File: src/gld_pkg.sv
// Package: shared constants, types and codes of the GIF LZW decoder.
`default_nettype none
package gld_pkg;

  localparam int unsigned TABLE_ENTRIES_DEF = 4096;
  localparam int unsigned MAX_CODE_BITS_DEF = 12;
  localparam int unsigned LZW_MIN_LOW       = 2;
  localparam int unsigned LZW_MIN_HIGH      = 11;
  localparam int unsigned LZW_MIN_RESET     = 8;
  localparam int unsigned BUF_BITS          = 32;
  localparam int unsigned BYTE_BITS         = 8;
  localparam int unsigned CFG_IDX_W         = 2;
  localparam int unsigned CFG_DATA_W        = 32;

  // configuration register indexes
  localparam logic [CFG_IDX_W-1:0] CFG_LZW_MIN    = 2'd0;
  localparam logic [CFG_IDX_W-1:0] CFG_MAX_PIXELS = 2'd1;

  typedef enum logic {
    CMD_PUSH = 1'b0,
    CMD_PULL = 1'b1
  } cmd_e;

  typedef enum logic [2:0] {
    ST_TAKEN = 3'd0,
    ST_PIXEL = 3'd1,
    ST_NEED  = 3'd2,
    ST_END   = 3'd3,
    ST_BAD   = 3'd4,
    ST_FULL  = 3'd5
  } status_e;

  typedef enum logic [1:0] {
    FIN_RUN = 2'd0,
    FIN_END = 2'd1,
    FIN_BAD = 2'd2
  } fin_e;

  typedef enum logic [2:0] {
    S_IDLE,
    S_FETCH,
    S_WALK,
    S_WAIT,
    S_FIX,
    S_ADD,
    S_POP,
    S_POPD
  } state_e;

  // classified command word handed from front to back
  typedef struct packed {
    logic                 is_pull;
    logic [BYTE_BITS-1:0] data_byte;
  } cmd_word_t;

endpackage
`default_nettype wire

File: src/gld_if.sv
// Interfaces: command, result and configuration channels.
`default_nettype none
interface gld_in_if;
  logic       valid;
  logic       ready;
  logic       cmd;
  logic [7:0] data_byte;
  modport source (output valid, output cmd, output data_byte, input ready);
  modport sink   (input valid, input cmd, input data_byte, output ready);
endinterface

`default_nettype wire

File: src/gld_front.sv
// Front end: accepts command words, classifies them, queues two deep.
`default_nettype none
module gld_front import gld_pkg::*; (
  input  wire logic      clk_i,
  input  wire logic      rst_ni,
  gld_in_if.sink         in_ch_i,
  output logic           deq_valid_o,
  output cmd_word_t      deq_word_o,
  input  wire logic      deq_ready_i
);
  cmd_word_t  slot_q [2];
  logic       wr_ptr_q, wr_ptr_d;
  logic       rd_ptr_q, rd_ptr_d;
  logic [1:0] cnt_q, cnt_d;
  logic       enq, deq;

  assign in_ch_i.ready = (cnt_q != 2'd2);
  assign enq           = in_ch_i.valid && in_ch_i.ready;
  assign deq_valid_o   = (cnt_q != 2'd0);
  assign deq           = deq_valid_o && deq_ready_i;
  assign deq_word_o    = slot_q[rd_ptr_q];

  // pointer and fill bookkeeping
  always_comb begin
    wr_ptr_d = enq ? ~wr_ptr_q : wr_ptr_q;
    rd_ptr_d = deq ? ~rd_ptr_q : rd_ptr_q;
    cnt_d    = cnt_q;
    if (enq && !deq) begin
      cnt_d = cnt_q + 2'd1;
    end else if (deq && !enq) begin
      cnt_d = cnt_q - 2'd1;
    end
  end

  always_ff @(posedge clk_i or negedge rst_ni) begin
    if (!rst_ni) begin
      wr_ptr_q <= 1'b0;
      rd_ptr_q <= 1'b0;
      cnt_q    <= 2'd0;
    end else begin
      wr_ptr_q <= wr_ptr_d;
      rd_ptr_q <= rd_ptr_d;
      cnt_q    <= cnt_d;
    end
  end

  // payload slots, classified on entry
  always_ff @(posedge clk_i) begin
    if (enq) begin
      slot_q[wr_ptr_q].is_pull   <= (cmd_e'(in_ch_i.cmd) == CMD_PULL);
      slot_q[wr_ptr_q].data_byte <= in_ch_i.data_byte;
    end
  end
endmodule
`default_nettype wire

File: src/flat_wrapper.sv
// flat-port wrapper written by rule: the top's interface ports become plain ports
module gld_front_flat import gld_pkg::*;
  (clk_i, rst_ni, deq_valid_o, deq_word_o, deq_ready_i, in_ch_i_valid, in_ch_i_cmd, in_ch_i_data_byte, in_ch_i_ready);
  gld_in_if in_ch_i_i ();
  input  wire logic clk_i;
  input  wire logic rst_ni;
  output logic deq_valid_o;
  output cmd_word_t deq_word_o;
  input  wire logic deq_ready_i;
  input wire logic [$bits(in_ch_i_i.valid)-1:0] in_ch_i_valid;
  input wire logic [$bits(in_ch_i_i.cmd)-1:0] in_ch_i_cmd;
  input wire logic [$bits(in_ch_i_i.data_byte)-1:0] in_ch_i_data_byte;
  output wire logic [$bits(in_ch_i_i.ready)-1:0] in_ch_i_ready;
  assign in_ch_i_i.valid = in_ch_i_valid;
  assign in_ch_i_i.cmd = in_ch_i_cmd;
  assign in_ch_i_i.data_byte = in_ch_i_data_byte;
  assign in_ch_i_ready = in_ch_i_i.ready;
  gld_front u_core (.clk_i(clk_i), .rst_ni(rst_ni), .in_ch_i(in_ch_i_i), .deq_valid_o(deq_valid_o), .deq_word_o(deq_word_o), .deq_ready_i(deq_ready_i));
endmodule
File: config.mk
export PLATFORM = sky130hd
export DESIGN_NAME = gld_front_flat
export DESIGN_NICKNAME = d
export VERILOG_FILES = /design/src/gld_pkg.sv /design/src/gld_if.sv /design/src/gld_front.sv /design/src/flat_wrapper.sv
export SDC_FILE = /design/constraint.sdc
export NUM_CORES = 1
export LEC_CHECK = 0
export BUFFER_PORTS_ARGS = -buffer_cell sky130_fd_sc_hd__buf_2
export CORE_MARGIN = 1.5
export CORE_UTILIZATION = 56
export CTS_BUF_LIST = sky130_fd_sc_hd__clkbuf_4 sky130_fd_sc_hd__clkbuf_8
export CTS_CLUSTER_DIAMETER = 60
export DETAILED_ROUTE_END_ITERATION = 6
export MAX_ROUTING_LAYER = met4
export PLACE_DENSITY = 0.94
export SLEW_MARGIN = 20
export SYNTH_ARGS = -nofsm -noshare
export SYNTH_HDL_FRONTEND = slang
export SYNTH_SLANG_ARGS = --single-unit
File: constraint.sdc
create_clock -name clk_i -period 2.7 [get_ports clk_i]
set_input_delay 0.27 -clock clk_i [delete_from_list [all_inputs] [get_ports clk_i]]
set_output_delay 0.27 -clock clk_i [all_outputs]
set_load 0.05 [all_outputs]
* Yosys cells after proc, flatten, opt, wreduce, memory -nomap -nowiden
Memory sizes are Yosys's and may differ from the RTL's. Index checks and enable logic that the tools add are counted.
Operators by class: bitwise logic cells 2, reductions and logical operators 8, muxes and demuxes 4, add/subtract/negate cells 2, equality and inequality tests 1
Operators with widths (number):
- $logic_and A1 B1 Y1 | 4
- $mux W2 | 2
- $reduce_bool A2 Y1 | 2
- $add A2 B1 Y2 const B | 1
- $logic_not A1 Y1 | 2
- $mux W1 | 2
- $ne A2 B2 Y1 const B | 1
- $not A1 Y1 | 2
- $sub A2 B1 Y2 const B | 1
Storage, ports and cells: bits in registers 4, bits of input ports 13, memories 1, memory bits (writable) 18, output and inout port bits 11, word-level logic and storage cells 21
Memories:
- u_core.slot_q | depth 2, width 9, rd ports 1, clocked after memory_dff 0, wr ports 1, line gld_front.sv:11 | cmd_word_t slot_q [2];

* Logic depth before layout (Yosys ltp)
Gate-level depths: netlist of the first run.
depth in word-level cells 6, gate-level depth with buffers 7, gate-level depth less buffers 7

* Worst setup path after synthesis of the first run
Ideal clock, no wire load.
path type flip-flop to flip-flop, from register u_core.cnt_q[0], to memory u_core.slot_q[0][0] (netlist bit) (enable), path slack 1.154 ns, arrival 1.172 ns, stages on the path, launching flop included 4, clock period less this slack 1.546 ns, library setup time 0.374 ns, cell sequence dfrtp_1 > nand2b_4 > nand2_1 > nor2_1
On the way: word-level cells in the longest chain between the ends 4
Ends and longest elaborated chain:
- start: declaration | line gld_front.sv:14 | logic [1:0] cnt_q, cnt_d;
- start signal: assignment | line gld_front.sv:43 | cnt_q <= cnt_d;
- $ne A2 B2 Y1 | line gld_front.sv:17 | assign in_ch_i.ready = (cnt_q != 2'd2);
- net in_ch_i_ready | line flat_wrapper.sv:13 | output wire logic [$bits(in_ch_i_i.ready)-1:0] in_ch_i_ready;
- $logic_and A1 B1 Y1 | line gld_front.sv:18 | assign enq = in_ch_i.valid && in_ch_i.ready;
- $mux W1 | line gld_front.sv:49 | if (enq) begin
- $mux W1 (not written as such) | line gld_front.sv:51 | slot_q[wr_ptr_q].data_byte <= in_ch_i.data_byte;
- end: declaration | line gld_front.sv:11
The timed path passes the listed nets, and every way through them passes these cells.

==> results.sh, run 1 <==
export IMPL_status="complete, no violations"
export IMPL_vias=467
export IMPL_synth_cells=46
export IMPL_clock_root_buffer="clkbuf_4"
export IMPL_fin_crit_ns=1.81
export IMPL_rows=13
export IMPL_initial_core_util_pct=63.0
export IMPL_cp_max_fo=10
export IMPL_crit_path_start_kind="register"
export IMPL_grt_pass1_wl_um=2140
export IMPL_synth_avg_cell_area_um2=18.7
export IMPL_hp_start="in_ch_i_data_byte[2]"
export IMPL_setup_slack_ns=0.888
export IMPL_crit_chain="mux2_2 -> buf_2"
export IMPL_boundaryPins=24
export IMPL_routed_wl_um=1380
export IMPL_grt_use_total_pct=17.1
export IMPL_synth_area_leaders="edfxtp_1 63%, mux2_2 12%, dfrtp_1 12%"
export IMPL_clock_latency_ns=0.30
export IMPL_cts_buffers=3
export IMPL_preCtsSetupSlack_ns=1.07
export IMPL_synthesis_nets=60
export IMPL_grt_pass1_vias=478
export IMPL_area_growth_pct=21.9
export IMPL_antenna_found_initial=0
export IMPL_grt_overflow_total=0
export IMPL_yosysUniqueCellTypes=14
export IMPL_hold_depth=1
export IMPL_cts_tree="done"
export IMPL_finalCritPeriodShare_pct=67.1
export IMPL_tns_ns=0
export IMPL_gp_congestion=0.709
export IMPL_die_area_um2=1780
export IMPL_nets=88
export IMPL_worst_slew_pin_slew_ns=0.741
export IMPL_htreeDepth=1
export IMPL_ant_nets=0
export IMPL_synth_largest_area_cell="edfxtp_1"
export IMPL_seq_area_frac_synth_pct=74.4
export IMPL_ff2ff_path_depth=3
export IMPL_max_stage_delay_ns=0.63
export IMPL_diodes=0
export IMPL_stdcell_area_um2=1050
export IMPL_wl_per_cell_um=15.7
export IMPL_syn_cell_area_um2=861
export IMPL_portBuffers=23
export IMPL_crit_required_ns=2.43
export IMPL_r2r_end="u_core.slot_q[0][4]"
export IMPL_p_leak_nw=0.431
export IMPL_synth_seq_cells=22
export IMPL_die_y_um=42.2
export IMPL_peakVddDrop_v=0.000936
export IMPL_drcViolationCount=0
export IMPL_slew_headroom_pct=50.4
export IMPL_postCtsSetupRepairBufs=0
export IMPL_yosys_area_top_type_share_pct=62.8
export IMPL_die_x_um=42.2
export IMPL_worst_r2r_setup_slack_ns=1.07
export IMPL_clock_sinks=22
export IMPL_hold_path_class="primary input to register"
export IMPL_coreArea_um2=1370
export IMPL_firstDrtPassIters=4
export IMPL_rsz0062_at_grt="no"
export IMPL_drive_above_1_share_pct=53.4
export IMPL_whs_endpoint="u_core.slot_q[0][2]"
export IMPL_critPathArrivalTime_ns=1.54
export IMPL_drt_iter0_drc=12
export IMPL_placed_cell_area_um2=987
export IMPL_dp_hpwl_um=964
export IMPL_path_class="register to primary output"
export IMPL_drv_cap=0
export IMPL_p_per_area_nw_per_um2=1320
export IMPL_drv_slew=0
export IMPL_clk_pin_slew_worst_paths_ns=0.12
export IMPL_grt_max_degree=14
export IMPL_fmax_ghz=0.552
export IMPL_cts_buffer_depth=2
export IMPL_finalHoldViolCount=0
export IMPL_r2r_start="u_core.cnt_q[0]"
export IMPL_via_per_inst=5.31
export IMPL_fin_util_pct=76.8
export IMPL_setup_viol=0
export IMPL_cp_slowest_cell="dfrtp_1"
export IMPL_endpoint_kind="primary output"
export IMPL_yosys_warnings=0
export IMPL_clock_skew_ns=0.00456
## how the worst max path moves through the flow
stage	slack (ns)	cells past startpoint	to	start
2_1_floorplan	1.15	3	u_core.slot_q[0][0]	u_core.cnt_q[0]
3_3_place_gp	1.15	3	u_core.slot_q[0][0]	u_core.cnt_q[0]
3_5_place_dp	1.07	3	u_core.slot_q[0][3]	u_core.cnt_q[0]
4_1_cts	0.89	2	deq_word_o[2]	u_core.rd_ptr_q
5_1_grt	0.83	2	deq_word_o[2]	u_core.rd_ptr_q
6_report	0.89	2	deq_word_o[2]	u_core.rd_ptr_q
## cells by family (layout without fill, tap and decap cells)
logic type / after synthesis / count (layout) / synth area share, %
XOR/XNOR: 5 / 5 / 5.09
AND/OR/NAND/NOR: 7 / 7 / 5.96
buffers and inverters: 2 / 29 / 1.31
multiplexers: 9 / 9 / 11.8
flip-flops: 22 / 22 / 74.4
adder cells (fa/ha/maj): 1 / 1 / 1.45
## cell usage after synthesis (all sizes together)
cell    number
nand2b       1
nor2         2
dfrtp        4
or2          1
inv          1
xor2         2
ha           1
and3         1
edfxtp      18
buf          1
nand2        2
xnor2        3
mux2         9
## layout make-up
type                    instances  area [um2]
clock buffers                   3        22.5
fillers                        84         317
clock inverters                 1        30.0
flip-flops and latches         22         641
inverters                       1        3.75
well taps                      15        18.8
repair buffers                 24         125
multi-input cells              22         209
## timing repair
action                                 CTS  global route
endpoints found under the hold margin    4             0
resized for setup                        0             0
hold buffers                             1             0
## cells in the final DEF (no fill, tap or decap), types with 2 or more instances in the layout
cell type / n
buf_2: 23
clkbuf_4: 3
nor2_1: 2
xor2_1: 2
edfxtp_1: 18
dfrtp_1: 4
xnor2_1: 3
mux2_2: 9
## registers in the layout (all words and copies together), names as in the netlist
signal,flops
u_core.cnt_q,2
u_core.rd_ptr_q,1
u_core.wr_ptr_q,1
u_core.slot_q,18
## critical path, delay by kind of cell (launching register included)
family,cells,cell delay (ns)
buffers and inverters,1,0.21
multiplexers,1,0.40
flip-flops,1,0.63
## report_power, final
group          total [mW]  switching [mW]  internal (mW)
Combinational       0.596           0.402          0.195
Clock               0.245          0.0954          0.150
Sequential          0.547          0.0733          0.474
## metal layers
metal	global-route usage (%)	part of all wire, %
met4	5.63	0
met2	28.6	53
met3	3.02	4.7
met5	-	0
met1	21.2	42
## metrics by stage
stage	hold WS, ns	total power, mW	cells
final	0.149	1.39	88
after global routing	0.129	1.45	88
after CTS	0.151	1.40	88
after detailed placement	0.0827	1.15	83
after global placement	0.0803	1.13	83
after floorplan	-0.0256	1.04	46
Power figures use the tool's default switching activity.
==> inputs of run 2 (changes only) <==
CORE_UTILIZATION = 47   (was 56)
PLACE_DENSITY = 0.85   (was 0.94)
clock period = 1.6 ns   (was 2.7 ns; I/O delays follow)
==> run 2 against run 1 <==
Routed wire length shrank 8.4%. Via count shrank 1.3%. Non-clock buffer count grew 4. Global-route usage shrank 3.2 points. Count of clock-buffer cells in the layout grew 1. Register-to-register slack lost 0.91 ns. First-iteration DRC count shrank 33%. Utilization shrank 15 points. Die area grew 18%. Clock power grew 4%. Clock skew shrank 0.0031 ns. Critical endpoint is now deq_word_o[1]. Largest cell class unchanged.
==> results.sh, run 2 (synthesis gave the netlist of run 1 again) <==
export IMPL_final_common_cell="buf_2"
export IMPL_fillers=159
export IMPL_finalCritPeriodShare_pct=95.9
export IMPL_cts_buffers=3
export IMPL_die_y_um=45.8
export IMPL_top_regs="u_core.slot_q (18), u_core.cnt_q (2)"
export IMPL_cts_buffer_depth=2
export IMPL_boundaryPins=24
export IMPL_worst_r2r_setup_slack_ns=0.16
export IMPL_cts_tree="done"
export IMPL_r2r_end="u_core.cnt_q[1]"
export IMPL_ant_nets=0
export IMPL_hold_depth=1
export IMPL_crit_chain="mux2_2 -> buf_2"
export IMPL_fmax_ghz=0.652
export IMPL_hp_start="in_ch_i_data_byte[6]"
export IMPL_seqPwrFrac_pct=40.8
export IMPL_grt_max_degree=13
export IMPL_clock_sinks=22
export IMPL_fin_crit_ns=1.53
export IMPL_register_area_um2=642
export IMPL_drive_above_1_share_pct=57.1
export IMPL_drcViolationCount=0
export IMPL_rsz0062_at_grt="yes"
export IMPL_finalPower_mw=2.24
export IMPL_r2r_start="u_core.cnt_q[0]"
export IMPL_slew_headroom_pct=71.4
export IMPL_clock_latency_ns=0.29
export IMPL_drt_iter0_drc=8
export IMPL_drv_cap=0
export IMPL_status="complete, no violations"
export IMPL_firstDrtPassIters=3
export IMPL_combPwrFrac_pct=47.8
export IMPL_grt_pass1_wl_um=1880
export IMPL_grt_pass1_vias=450
export IMPL_coreArea_um2=1730
export IMPL_initial_core_util_pct=49.9
export IMPL_clock_root_buffer="clkbuf_4"
export IMPL_final_cell_mix="23 x buf_2, 18 x edfxtp_1, 9 x mux2_2"
export IMPL_crit_path_start_kind="register"
export IMPL_hold_path_class="primary input to register"
export IMPL_setup_viol=0
export IMPL_fin_util_pct=62.0
export IMPL_cp_slowest_cell="dfrtp_2"
export IMPL_multi_input_area_um2=209
export IMPL_clk_pin_slew_worst_paths_ns=0.10
export IMPL_placed_cell_area_um2=1010
export IMPL_switchingPower_mw=0.945
export IMPL_peakVddDrop_v=0.000999
export IMPL_max_stage_delay_ns=0.51
export IMPL_antenna_found_initial=0
export IMPL_stdcell_area_um2=1070
export IMPL_vias=461
export IMPL_wl_per_cell_um=12.4
export IMPL_routed_wl_um=1270
export IMPL_ff2ff_path_depth=6
export IMPL_largest_reg_flops=18
export IMPL_path_class="register to primary output"
export IMPL_regMostFlops="u_core.slot_q"
export IMPL_nets=92
export IMPL_via_per_inst=4.52
export IMPL_portBuffers=23
export IMPL_crit_required_ns=1.44
export IMPL_whs_endpoint="u_core.slot_q[0][6]"
export IMPL_die_x_um=45.8
export IMPL_p_per_area_nw_per_um2=2090
export IMPL_rows=15
export IMPL_gp_congestion=0.702
export IMPL_power_switching_share_pct=42.2
export IMPL_finalHoldViolCount=0
export IMPL_internal_power_mw=1.29
export IMPL_cp_max_fo=10
export IMPL_drv_slew=0
export IMPL_die_area_um2=2100
export IMPL_clock_skew_ns=0.00141
export IMPL_worst_slew_pin_slew_ns=0.429
export IMPL_grt_overflow_total=0
export IMPL_p_clk_share_pct=11.4
export IMPL_area_growth_pct=24.4
export IMPL_htreeDepth=1
export IMPL_endpoint_kind="primary output"
export IMPL_grt_use_total_pct=13.9
export IMPL_p_leak_nw=0.440
export IMPL_diodes=0
export IMPL_critPathArrivalTime_ns=1.37
run 2: cell types whose count changed in the layout (fill, tap and decap cells not counted), sizes merged:
cell    change
buf         +4
bufinv      -1
clkbuf      +1
run 2: power by group through the flow:
stage	Combinational (mW)	Clock [mW]	Sequential, mW
floorplan	0.886	0	0.867
global placement	1.01	0	0.920
detailed placement	1.03	0	0.934
CTS	1.04	0.272	0.925
global route	1.14	0.291	0.938
finish	1.07	0.255	0.914
run 2: area by class of cell:
class,count,share of cell area [%]
Inverter,1,0.350
Sequential cell,22,59.9
Multi-Input combinational cell,22,19.5
Timing Repair Buffer,28,14.5
Tap cell,25,2.92
Clock buffer,4,2.80
run 2: stage by stage:
step	worst slack, ns	hold WS, ns	TNS [ns]	instances
after CTS	0.0186	0.0365	0	100
after global routing	-0.0114	0.0221	-0.0150	102
final	0.0659	0.0511	0	102
after detailed placement	0.163	-0.0276	0	95
after floorplan	0.0537	-0.136	0	46
after global placement	0.239	-0.0306	0	95
run 2: layer usage:
metal / vias to the layer above / wire length (um) / GRT usage, %
met2: 12 / 659 / 22.0
met3: 0 / 61 / 3.97
met4: 0 / 0 / 6.86
met1: 220 / 547 / 16.3
li1: 229 / - / -
met5: - / 0 / -
run 2: how the worst max path moves through the flow:
stage | from | end | slack [ns] | cells past startpoint
floorplan | u_core.cnt_q[0] | u_core.slot_q[0][0] | 0.05 | 3
global route | u_core.rd_ptr_q | deq_word_o[1] | -0.01 | 2
CTS | u_core.rd_ptr_q | deq_word_o[1] | 0.02 | 2
detailed placement | u_core.cnt_q[0] | u_core.cnt_q[1] | 0.16 | 6
finish | u_core.rd_ptr_q | deq_word_o[1] | 0.07 | 2
global placement | u_core.cnt_q[0] | u_core.cnt_q[1] | 0.24 | 6
run 2: timing repair:
action | CTS | global route
hold buffers | 1 | 0
cloned | 0 | 0
setup buffers | 0 | 2
gates resized for setup | 1 | 0
hold endpoints to repair | 4 | 0
endpoints found under the setup margin | 9 | 7
run 2: worst max-delay path, delay by kind of cell (launching register included):
kind	cells	cell delay, ns
buffers and inverters	1	0.21
DFF	1	0.51
muxes	1	0.37
==> inputs of run 3 (changes only) <==
clock period = 1.3 ns   (was 1.6 ns; I/O delays follow)
==> run 3 against run 2 <==
The flow now finishes with violations (negative setup slack). Die area is the same. Worst setup slack lost 0.23 ns. Via count grew 9.5%. Combinational power grew 77%. First-iteration DRC count shrank 63%. Total power grew 55%. Hold slack lost 0.037 ns. Critical path depth grew 1. Clock skew grew 0.0021 ns. Global-route usage grew 1.3 points. Count of clock-buffer cells in the layout shrank 1. Cell count grew 7.8%. Largest cell class unchanged. Largest power group unchanged.
==> results.sh, run 3 (synthesis gave the netlist of run 1 again) <==
export IMPL_path_class="register to primary output"
export IMPL_p_per_area_nw_per_um2=2710
export IMPL_routed_wl_um=1460
export IMPL_violations="negative setup slack"
export IMPL_grt_overflow_total=0
export IMPL_fin_crit_ns=1.46
export IMPL_worst_r2r_setup_slack_ns=-0.04
export IMPL_p_leak_nw=0.526
export IMPL_cpLargestDelayFamily="flip-flops"
export IMPL_gp_congestion=0.714
export IMPL_status="finished, violations left"
export IMPL_finalPower_mw=3.48
export IMPL_die_x_um=45.8
export IMPL_clock_latency_ns=0.30
export IMPL_clock_skew_ns=0.00356
export IMPL_vias=505
export IMPL_finalCritPeriodShare_pct=112
export IMPL_slew_headroom_pct=85.6
export IMPL_final_cell_mix="18 x edfxtp_1, 16 x buf_6, 12 x buf_2"
export IMPL_cts_buffers=3
export IMPL_critical_path_buf_inv_count=2
export IMPL_rows=15
export IMPL_nets=100
export IMPL_grt_pass1_wl_um=2100
export IMPL_fmax_ghz=0.684
export IMPL_setup_viol=19
export IMPL_grt_use_total_pct=15.3
export IMPL_cp_max_fo=5
export IMPL_grt_max_degree=14
export IMPL_hold_path_class="primary input to register"
export IMPL_area_growth_pct=49.1
export IMPL_portBuffers=23
export IMPL_htreeDepth=1
export IMPL_r2r_start="u_core.cnt_q[1]"
export IMPL_tns_ns=-1.54
export IMPL_setup_slack_ns=-0.162
export IMPL_final_common_cell="edfxtp_1"
export IMPL_die_y_um=45.8
export IMPL_coreArea_um2=1730
export IMPL_drive_above_1_share_pct=65.9
export IMPL_drv_cap=0
export IMPL_wl_per_cell_um=13.2
export IMPL_rsz0062_at_grt="yes"
export IMPL_top_regs="u_core.slot_q (18), u_core.cnt_q (2)"
export IMPL_die_area_um2=2100
export IMPL_hold_depth=1
export IMPL_clock_root_buffer="clkbuf_4"
export IMPL_cts_tree="done"
export IMPL_regMostFlops="u_core.slot_q"
export IMPL_worst_slew_pin_slew_ns=0.216
export IMPL_firstDrtPassIters=3
export IMPL_critPathArrivalTime_ns=1.33
export IMPL_ant_nets=0
export IMPL_largest_reg_flops=18
export IMPL_drt_iter0_drc=3
export IMPL_boundaryPins=24
export IMPL_clock_sinks=22
export IMPL_max_stage_delay_ns=0.44
export IMPL_antenna_found_initial=0
export IMPL_whs_endpoint="u_core.slot_q[0][4]"
export IMPL_initial_core_util_pct=49.9
export IMPL_crit_required_ns=1.17
export IMPL_peakVddDrop_v=0.00153
export IMPL_drv_slew=0
export IMPL_diodes=0
export IMPL_cts_buffer_depth=2
export IMPL_grt_pass1_vias=516
export IMPL_via_per_inst=4.59
export IMPL_r2r_end="u_core.cnt_q[1]"
export IMPL_endpoint_kind="primary output"
export IMPL_crit_path_start_kind="register"
export IMPL_ff2ff_path_depth=6
export IMPL_cp_slowest_cell="dfrtp_2"
export IMPL_crit_chain="buf_6 -> mux2_4 -> buf_8"
export IMPL_clk_pin_slew_worst_paths_ns=0.12
export IMPL_drcViolationCount=0
export IMPL_hp_start="in_ch_i_data_byte[4]"
export IMPL_finalHoldViolCount=0
[run 3: worst max-delay path by stage]
stage                     from         endpoint  slack, ns  cells after the start
4_1_cts        u_core.rd_ptr_q    deq_word_o[8]      -0.15                      3
2_1_floorplan  u_core.cnt_q[1]  u_core.cnt_q[1]      -0.11                      6
5_1_grt        u_core.rd_ptr_q    deq_word_o[6]      -0.21                      3
3_5_place_dp   u_core.cnt_q[1]  u_core.cnt_q[1]      -0.06                      6
3_3_place_gp   u_core.rd_ptr_q    deq_word_o[6]      -0.01                      2
6_report       u_core.rd_ptr_q    deq_word_o[8]      -0.16                      3
[run 3: metal layers]
| layer | share of wire [%] | GRT usage [%] | vias to the layer above |
|---|---|---|---|
| met2 | 59 | 26.2 | 14 |
| li1 | - | - | 243 |
| met1 | 37 | 16.7 | 246 |
| met4 | 1.2 | 6.86 | 0 |
| met3 | 3.2 | 3.57 | 2 |
| met5 | 0 | - | - |
[run 3: report_power, final]
part           total [mW]  internal [mW]  switching, mW
clock network       0.504          0.311          0.193
registers            1.08          0.987         0.0937
logic                1.89          0.867           1.02
[run 3: cell type report]
| class | instances | area [um2] |
|---|---|---|
| sequential | 22 | 642 |
| fill | 110 | 443 |
| timing repair buffer | 36 | 313 |
| multi-input combinational | 22 | 241 |
| tap | 25 | 31.3 |
| clock inverter | 1 | 30.0 |
| clock buffer | 3 | 22.5 |
| inverter | 1 | 3.75 |
[run 3: through the flow]
stage / instance area [um2] / cells / utilization (%) / hold WS, ns / setup slack [ns]
after floorplan: 885 / 46 / - / -0.166 / -0.109
after global placement: 1080 / 100 / 62.3 / -0.0597 / -0.0125
after detailed placement: 1080 / 100 / 62.3 / -0.0562 / -0.0568
after CTS: 1220 / 108 / 70.9 / 0.000863 / -0.152
after global routing: 1280 / 110 / 74.3 / -0.000195 / -0.208
final: 1280 / 110 / 74.3 / 0.0138 / -0.162
[run 3: timing repair]
action	CTS	global route
pin swaps	5	6
hold endpoints to repair	4	2
hold buffers	1	1
endpoints found under the setup margin	11	21
resized for setup	22	13
buffers inserted	3	1
